$ cat src/rtl/core/sfl_pkg.sv
`timescale 1ns / 1ps
// Shared types and constants of the serial flash loader command engine.
// Holds request/reply payload structs, the controller/datapath command and status
// structs, register indexes and reset values. Depends on nothing.
package sfl_pkg;

    // Configuration port geometry
    localparam int CFG_IDX_W  = 3;
    localparam int CFG_DATA_W = 20;
    localparam int TIMEOUT_W  = 20;

    // Register indexes on the configuration port
    localparam logic [CFG_IDX_W-1:0] CFG_HEAD_TIMEOUT = 3'd0;
    localparam logic [CFG_IDX_W-1:0] CFG_VERIFY_MODE  = 3'd1;
    localparam logic [CFG_IDX_W-1:0] CFG_HEAD_CODE    = 3'd2;
    localparam logic [CFG_IDX_W-1:0] CFG_GO_CODE      = 3'd3;
    localparam logic [CFG_IDX_W-1:0] CFG_WRITE_CODE   = 3'd4;
    localparam logic [CFG_IDX_W-1:0] CFG_READ_CODE    = 3'd5;

    // Register reset values
    localparam logic [TIMEOUT_W-1:0] RST_HEAD_TIMEOUT = 20'd655350;
    localparam logic [1:0]           RST_VERIFY_MODE  = 2'd2;
    localparam logic [7:0]           RST_HEAD_CODE    = 8'd127;
    localparam logic [7:0]           RST_GO_CODE      = 8'd1;
    localparam logic [7:0]           RST_WRITE_CODE   = 8'd2;
    localparam logic [7:0]           RST_READ_CODE    = 8'd3;

    // Verify modes
    localparam logic [1:0] VERIFY_NONE = 2'd0;

    // Reply codes
    typedef enum logic [3:0] {
        RK_HEAD_OK   = 4'd0,
        RK_XFER_OK   = 4'd1,
        RK_XFER_ERR  = 4'd2,
        RK_FLASH_OK  = 4'd3,
        RK_FLASH_ERR = 4'd4,
        RK_OK        = 4'd5,
        RK_UNKNOWN   = 4'd6,
        RK_READ_DATA = 4'd7,
        RK_GO_APP    = 4'd8
    } reply_kind_t;

    // One request: a received byte or a timer tick
    typedef struct packed {
        logic       action;
        logic [7:0] rx_byte;
    } sfl_in_t;

    // One reply
    typedef struct packed {
        reply_kind_t reply_kind;
        logic [7:0]  reply_data;
        logic        last_reply;
    } sfl_out_t;

    // Controller to datapath commands
    typedef struct packed {
        logic        timeout_inc;
        logic        load_index;
        logic        take_data;
        logic        copy_start;
        logic        copy_step;
        logic        rb_start;
        logic        rb_step;
        logic        read_issue;
        logic        emit;
        reply_kind_t emit_kind;
        logic        emit_last;
    } sfl_cmd_t;

    // Datapath to controller status
    typedef struct packed {
        logic tick;
        logic is_head;
        logic is_go;
        logic is_write;
        logic is_read;
        logic timeout_hit;
        logic data_last;
        logic check_match;
        logic block_ok;
        logic mode_zero;
        logic mode_rb;
        logic cnt_last;
        logic rb_ok;
    } sfl_status_t;

endpackage

$ cat src/rtl/core/sfl_ctrl.sv
`timescale 1ns / 1ps
// Controller of the serial flash loader: session mode, command phase and the
// sequencer for block copy, readback and store reads.
// Depends on sfl_pkg; drives the datapath only through sfl_cmd_t.
module sfl_ctrl (
    input  logic                 clk,
    input  logic                 rst_n,
    input  logic                 start,
    input  sfl_pkg::sfl_status_t status,
    output logic                 busy,
    output sfl_pkg::sfl_cmd_t    cmd
);
    import sfl_pkg::*;

    typedef enum logic [2:0] {
        MODE_WAIT = 3'b001,
        MODE_CMD  = 3'b010,
        MODE_DONE = 3'b100
    } mode_t;

    typedef enum logic [4:0] {
        PH_CMD    = 5'b00001,
        PH_INDEX  = 5'b00010,
        PH_DATA   = 5'b00100,
        PH_OFFSET = 5'b01000,
        PH_CHECK  = 5'b10000
    } phase_t;

    typedef enum logic [6:0] {
        S_IDLE    = 7'b0000001,
        S_READ    = 7'b0000010,
        S_COPY    = 7'b0000100,
        S_CWAIT   = 7'b0001000,
        S_RBACK   = 7'b0010000,
        S_RWAIT   = 7'b0100000,
        S_VERDICT = 7'b1000000
    } state_t;

    mode_t  mode_reg, mode_next;
    phase_t phase_reg, phase_next;
    state_t state_reg, state_next;
    logic   accept;

    assign busy   = (state_reg != S_IDLE);
    assign accept = start && !busy;

    // Hold session, phase and sequencer state
    always_ff @(posedge clk or negedge rst_n)
    begin
        if (!rst_n)
        begin
            mode_reg  <= MODE_WAIT;
            phase_reg <= PH_CMD;
            state_reg <= S_IDLE;
        end
        else
        begin
            mode_reg  <= mode_next;
            phase_reg <= phase_next;
            state_reg <= state_next;
        end
    end

    // Decode the request and step the sequencer
    always_comb
    begin
        mode_next     = mode_reg;
        phase_next    = phase_reg;
        state_next    = state_reg;
        cmd           = '0;
        cmd.emit_kind = RK_HEAD_OK;
        unique case (state_reg)
            S_IDLE:
            begin
                if (accept)
                begin
                    unique case (mode_reg)
                        MODE_WAIT:
                        begin
                            if (status.tick)
                            begin
                                cmd.timeout_inc = 1'b1;
                                if (status.timeout_hit)
                                begin
                                    mode_next     = MODE_DONE;
                                    cmd.emit      = 1'b1;
                                    cmd.emit_kind = RK_GO_APP;
                                    cmd.emit_last = 1'b1;
                                end
                            end
                            else if (status.is_head)
                            begin
                                mode_next     = MODE_CMD;
                                phase_next    = PH_CMD;
                                cmd.emit      = 1'b1;
                                cmd.emit_kind = RK_HEAD_OK;
                                cmd.emit_last = 1'b1;
                            end
                        end
                        MODE_CMD:
                        begin
                            if (!status.tick)
                            begin
                                unique case (phase_reg)
                                    PH_CMD:
                                    begin
                                        if (status.is_go)
                                        begin
                                            mode_next     = MODE_DONE;
                                            cmd.emit      = 1'b1;
                                            cmd.emit_kind = RK_GO_APP;
                                            cmd.emit_last = 1'b1;
                                        end
                                        else if (status.is_write)
                                        begin
                                            phase_next = PH_INDEX;
                                        end
                                        else if (status.is_read)
                                        begin
                                            phase_next = PH_OFFSET;
                                        end
                                        else
                                        begin
                                            cmd.emit      = 1'b1;
                                            cmd.emit_kind = RK_UNKNOWN;
                                            cmd.emit_last = 1'b1;
                                        end
                                    end
                                    PH_INDEX:
                                    begin
                                        cmd.load_index = 1'b1;
                                        phase_next     = PH_DATA;
                                    end
                                    PH_DATA:
                                    begin
                                        cmd.take_data = 1'b1;
                                        if (status.data_last)
                                        begin
                                            if (status.mode_zero)
                                            begin
                                                // No check byte: answer now, copy after
                                                phase_next    = PH_CMD;
                                                cmd.emit      = 1'b1;
                                                cmd.emit_kind = RK_OK;
                                                cmd.emit_last = 1'b1;
                                                if (status.block_ok)
                                                begin
                                                    cmd.copy_start = 1'b1;
                                                    state_next     = S_COPY;
                                                end
                                            end
                                            else
                                            begin
                                                phase_next = PH_CHECK;
                                            end
                                        end
                                    end
                                    PH_CHECK:
                                    begin
                                        phase_next    = PH_CMD;
                                        cmd.emit      = 1'b1;
                                        cmd.emit_last = 1'b1;
                                        if (!status.check_match)
                                        begin
                                            cmd.emit_kind = RK_XFER_ERR;
                                        end
                                        else
                                        begin
                                            cmd.emit_kind = RK_XFER_OK;
                                            // Readback follows with a second reply
                                            if (status.mode_rb)
                                            begin
                                                cmd.emit_last = 1'b0;
                                                state_next    = S_VERDICT;
                                            end
                                            if (status.block_ok)
                                            begin
                                                cmd.copy_start = 1'b1;
                                                state_next     = S_COPY;
                                            end
                                        end
                                    end
                                    PH_OFFSET:
                                    begin
                                        phase_next     = PH_CMD;
                                        cmd.read_issue = 1'b1;
                                        state_next     = S_READ;
                                    end
                                    default:
                                    begin
                                        phase_next = PH_CMD;
                                    end
                                endcase
                            end
                        end
                        MODE_DONE:
                        begin
                            // Session over: drop everything
                        end
                        default:
                        begin
                            mode_next = MODE_DONE;
                        end
                    endcase
                end
            end
            S_READ:
            begin
                cmd.emit      = 1'b1;
                cmd.emit_kind = RK_READ_DATA;
                cmd.emit_last = 1'b1;
                state_next    = S_IDLE;
            end
            S_COPY:
            begin
                cmd.copy_step = 1'b1;
                if (status.cnt_last)
                begin
                    state_next = S_CWAIT;
                end
            end
            S_CWAIT:
            begin
                if (status.mode_rb)
                begin
                    cmd.rb_start = 1'b1;
                    state_next   = S_RBACK;
                end
                else
                begin
                    state_next = S_IDLE;
                end
            end
            S_RBACK:
            begin
                cmd.rb_step = 1'b1;
                if (status.cnt_last)
                begin
                    state_next = S_RWAIT;
                end
            end
            S_RWAIT:
            begin
                state_next = S_VERDICT;
            end
            S_VERDICT:
            begin
                cmd.emit      = 1'b1;
                cmd.emit_kind = status.rb_ok ? RK_FLASH_OK : RK_FLASH_ERR;
                cmd.emit_last = 1'b1;
                state_next    = S_IDLE;
            end
            default:
            begin
                state_next = S_IDLE;
            end
        endcase
    end

`ifndef NO_ASSERTIONS
    a_done_sticky: assert property (@(posedge clk) disable iff (!rst_n)
        (mode_reg == MODE_DONE) |=> (mode_reg == MODE_DONE))
        else $error("session left the ended mode");

    a_busy_in_cmd: assert property (@(posedge clk) disable iff (!rst_n)
        (state_reg != S_IDLE) |-> (mode_reg == MODE_CMD))
        else $error("sequencer busy outside command mode");

    a_partial_reply: assert property (@(posedge clk) disable iff (!rst_n)
        (cmd.emit && !cmd.emit_last) |=> (state_reg == S_COPY || state_reg == S_VERDICT))
        else $error("non-final reply not followed by readback");
`endif

endmodule

$ cat config.mk
export PLATFORM = sky130hd
export DESIGN_NAME = sfl_ctrl
export DESIGN_NICKNAME = d
export VERILOG_FILES = /design/src/rtl/core/sfl_pkg.sv /design/src/rtl/core/sfl_ctrl.sv
export SDC_FILE = /design/constraint.sdc
export NUM_CORES = 1
export LEC_CHECK = 0
export ABC_CLOCK_PERIOD_IN_PS = 2100
export BUFFER_PORTS_ARGS = -buffer_cell sky130_fd_sc_hd__buf_2
export CORE_ASPECT_RATIO = 1.25
export CORE_UTILIZATION = 40
export DETAILED_ROUTE_END_ITERATION = 16
export PLACE_DENSITY = 0.62
export SYNTH_ARGS = -nofsm -noshare
export SYNTH_HDL_FRONTEND = slang
export SYNTH_SLANG_ARGS = --single-unit
$ cat constraint.sdc
create_clock -name clk -period 2.1 [get_ports clk]
set_clock_uncertainty 0.1 [all_clocks]
set_input_delay 0.105 -clock clk [delete_from_list [all_inputs] [get_ports clk]]
set_output_delay 0.105 -clock clk [all_outputs]
set_load 0.02 [all_outputs]
Word level (Yosys, flattened, before mapping)
Index checks and enable logic that the tools add are counted.
- bits in registers: 15
- input port bits: 16
- output and inout port bits: 15
- word-level logic and storage cells: 115
- equal/unequal tests: 37
- mux-type cells: 68
- bitwise logic cells: 1
- reduce and logical (&&, ||, !) cells: 6
- operators by type and width (cell ; number):
    7-bit 2-to-1 mux ; 13
    6-bit 2-to-1 mux ; 8
    5-bit 2-to-1 mux ; 9
    6-bit one-hot mux with 3 select lines ; 2
    7-bit one-hot mux with 5 select lines ; 1
    3-bit 2-to-1 mux ; 9
    3-bit != test, second input constant ; 8
    7-bit one-hot mux with 3 select lines ; 1
    1-bit 2-to-1 mux ; 17
    2-bit != test, second input constant ; 8
    5-bit one-hot mux with 3 select lines ; 1
    6-bit one-hot mux with 2 select lines ; 1
    11-bit AND reduction ; 1
    5-bit one-hot mux with 2 select lines ; 1
    3-bit one-hot mux with 3 select lines ; 1
    9-bit AND reduction ; 1
    4-bit 2-to-1 mux ; 2
    4-bit != test, second input constant ; 2
    8-bit AND reduction ; 1
    7-bit by 1-bit == test with 1-bit output, second input constant ; 1
    7-bit by 2-bit == test with 1-bit output, second input constant ; 1
    7-bit by 3-bit == test with 1-bit output, second input constant ; 1
    7-bit by 4-bit == test with 1-bit output, second input constant ; 1
    7-bit by 5-bit == test with 1-bit output, second input constant ; 1
    other kinds (19) ; 20

Longest topological paths before layout
- depth in word-level cells: 8
- mapped depth: 7
- gate-level depth less buffers: 5

Worst setup path before layout
Ideal clock, no wire load.
- path type: register -> output
- start point: register state_reg[0]
- end point: output port cmd[3] (netlist name)
- arrival time: 2.290 ns
- data required time: 1.895 ns
- slack: -0.395 ns
- cell stages (with the launch flop): 8
- buffers on the path: 2
- cells stage by stage: dfstp_2 buf_4 nor2b_1 nand3_2 or2_1 buf_6 or4_4 o22ai_1
- RTL lines (item ; line ; text):
    from (decl) ; sfl_ctrl.sv:41 ; state_t state_reg, state_next;
    from (signal assigned) ; sfl_ctrl.sv:60 ; state_reg <= state_next;
    to (decl) ; sfl_ctrl.sv:11 ; output sfl_pkg::sfl_cmd_t cmd

==> flow_summary.yaml <==
status:
  status: "finished with violations"
  violations: "setup timing"
routing:
  drtIter0Drc: 56
  wirelength_mm: 4.23
  wire_per_inst_microns: 16.1
  ant_nets: 0
  first_pass_iters: 4
  route.detailed.drc: 0
  viasPerCell: 5.77
  via_count: 1518
flow_run:
  drv_cap: 0
worst_hold_path:
  whs_path_depth: 3
  holdPathEnd: "phase_reg[3]$_DFFE_PN0P_"
  hold_path_class: "input port to flip-flop"
  min_from: "status[9]"
cts:
  clk_latency_ns: 0.31
  cts_tree: "done"
  cts_buffer_depth: 2
  cts_made_buffers: 3
  ctsRootBufferMaster: "clkbuf_4"
  cts.sinks: 15
  h-tree-depth: 1
  clkTransAtPathRegs_ns: 0.12
finish:
  largest_reg_flops: 7
  num_antenna_cells: 0
  area_growth_pct: 59.6
  finalNetCount: 244
  layout-drive-gt1-share: 0.511
  fill_cells: 251
floorplan:
  num_rows: 22
  die_y_microns: 65.2
  core_area_sq_um: 3000
  die_area_sq_um: 3430
  dieWidth_microns: 52.6
  pin_count: 31
  start_util: 0.427
placement:
  place_hpwl_mm: 2.91
  gp_congestion: 0.791
  io_buffers: 30
critical_path:
  worstPathRequired_ns: 1.89
  crit_arrival_ns: 2.18
  critPathKind: "flip-flop to primary output"
  slowest_delay_ns: 0.52
  r2r-end: "phase_reg[1]$_DFFE_PN0P_"
  path_max_fanout: 5
  rr_startpoint: "state_reg[6]$_DFFE_PN0P_"
  crit_chain: "nor3_4, nand3_4, or2_1, or4_4, o21ai_4, buf_6"
  rrSetupSlack_ns: 0.03
  r2r_cells: 5
  cp-end-kind: "primary output"
  crit_slowest_cell: "or4_4"
  cp_top_family: "simple AND/OR/NAND/NOR gates"
  crit_buf_inv: 1
  start_kind: "flip-flop"
sta:
  fin_setup_tns_ns: -1.60
  hold_viol_final: 0
  rsz0062_at_grt: "yes"
  worstMarginPinSlew_ns: 0.380
  fmax_ghz: 0.419
  maxSlewHeadroom: 0.746
  period_share: 1.14
  post-route-min-period_ns: 2.39
  timing.final.ws_setup_ns: -0.286
  setup_viol: 8
  drv_slew: 0
synth:
  netlist_area_sq_um: 1280
  synth_nets: 172
  ys_warn_count: 0
  ys_ff_latch: 15
  synth_cell_types: 61
  avgSynthCellArea_sq_um: 8.20
  synthTopCellsByArea: "dfrtp_1 23%, nor2_1 6.5%, dfstp_2 6.2%"
  synthFlopType: "dfrtp_1"
  ys_seq_area_frac: 0.296
  postSynth.asyncResetShare: 1.00
  syn_inst: 156
  yosysTopAreaCell: "dfrtp_1"
  synth_top_area_share: 0.235
  synth_edf_count: 0
global_routing:
  gr-total-overflow: 0
  grt_usage: 0.250
  grt_pass1_wl_mm: 6.34
  antenna_found_initial: 0
  grt_pass1_vias: 1419
  grt_max_degree: 16
power_and_ir_drop:
  p_leak_nw: 0.933
  p_per_area_nw_per_um2: 346
  ir_drop_mv: 0.245
  fin_total_pwr_mw: 0.707
cells in the final DEF, fill, tap and decap left out, types with 4 or more instances in the layout:
cell / instances
a21oi_1: 4
buf_2: 21
buf_4: 41
buf_6: 11
dfrtp_1: 11
mux2_2: 6
nand2_1: 7
nand2b_1: 5
nor2_1: 20
nor2b_1: 4
o21ai_0: 6
o21ai_4: 4
cells in the mapped netlist, types with 2 or more instances:
library cell	n
o21ai_1	4
clkbuf_1	3
nand3b_1	3
and3b_1	2
or2b_1	2
a31oi_1	2
nand2b_1	5
inv_1	4
nor3_1	4
nor2_1	22
o21ai_0	6
and3_1	4
or2_2	2
o21bai_1	2
dfstp_2	3
or3_1	2
nand3_1	3
dfrtp_1	12
nor2b_1	7
mux2_2	6
a21oi_1	5
o31ai_1	2
a21o_1	2
o22ai_1	3
xor2_1	2
buf_2	2
nand2_1	7
nor4b_1	2
final cells by class:
class,count,area [sq um],area share
clock buffers,3,22.5,0.0110
clock inverters,1,5.00,0.00245
inverters,4,15.0,0.00735
multi-input cells,129,1020,0.498
flip-flops and latches,15,380,0.186
well taps,36,45.0,0.0220
repair buffers,75,557,0.273
metal layers:
metal	vias up	global-route usage	wire length [microns]
li1	728	-	-
met1	725	0.298	1720
met2	54	0.459	2220
met3	11	0.0278	185
met4	0	0.0691	107
met5	-	0	0
through the flow:
step | utilization | cells | instance area (sq um) | hold WS, ns | setup slack, ns
floorplan | - | 156 | 1360 | -0.291 | -0.0904
global placement | 0.566 | 239 | 1700 | -0.0624 | 0.0224
detailed placement | 0.566 | 239 | 1700 | -0.0588 | -0.00220
CTS | 0.611 | 248 | 1830 | 0.0949 | -0.263
global route | 0.681 | 263 | 2040 | 0.103 | -0.349
finish | 0.681 | 263 | 2040 | 0.0978 | -0.286
cell families after synthesis:
group,after synthesis,share of synthesized area
simple gates,77,0.350
compound gates,42,0.226
flops,15,0.296
buf+inv,12,0.0469
mux,7,0.0606
xor+xnor,3,0.0205
power by group:
part | total [mW] | internal, mW | leakage [nW] | switching (mW)
Sequential | 0.302 | 0.297 | 0.192 | 0.00425
Combinational | 0.217 | 0.114 | 0.723 | 0.103
Clock | 0.188 | 0.0711 | 0.0177 | 0.117
Total | 0.707 | 0.482 | 0.933 | 0.224
worst reg2reg max path, delay by kind of cell (launching register included):
family	cells	cell delay, ns
AO/OA/AOI/OAI	2	0.56
flip-flops	1	0.42
multiplexers	1	0.37
AND/OR/NAND/NOR	2	0.49
what timing repair did:
item / 4_1_cts / 5_1_grt
hold endpoints to repair: 17 / 0
resized for setup: 18 / 26
endpoints found under the setup margin: 8 / 17
hold buffers: 2 / 0
gates cloned: 0 / 0
buffers inserted: 4 / 15
pin swaps: 5 / 13
worst max-delay path by stage:
stage,from,endpoint,slack [ns],cells after the start
5_1_grt,state_reg[6]$_DFFE_PN0P_,cmd[2],-0.35,6
3_5_place_dp,state_reg[4]$_DFFE_PN0P_,cmd[0],-0.002,6
4_1_cts,state_reg[6]$_DFFE_PN0P_,cmd[2],-0.26,6
2_1_floorplan,state_reg[0]$_DFFE_PN1P_,cmd[0],-0.09,7
6_report,state_reg[6]$_DFFE_PN0P_,cmd[1],-0.29,6
3_3_place_gp,state_reg[4]$_DFFE_PN0P_,cmd[5],0.02,6
(Power assumes the default switching activity.)
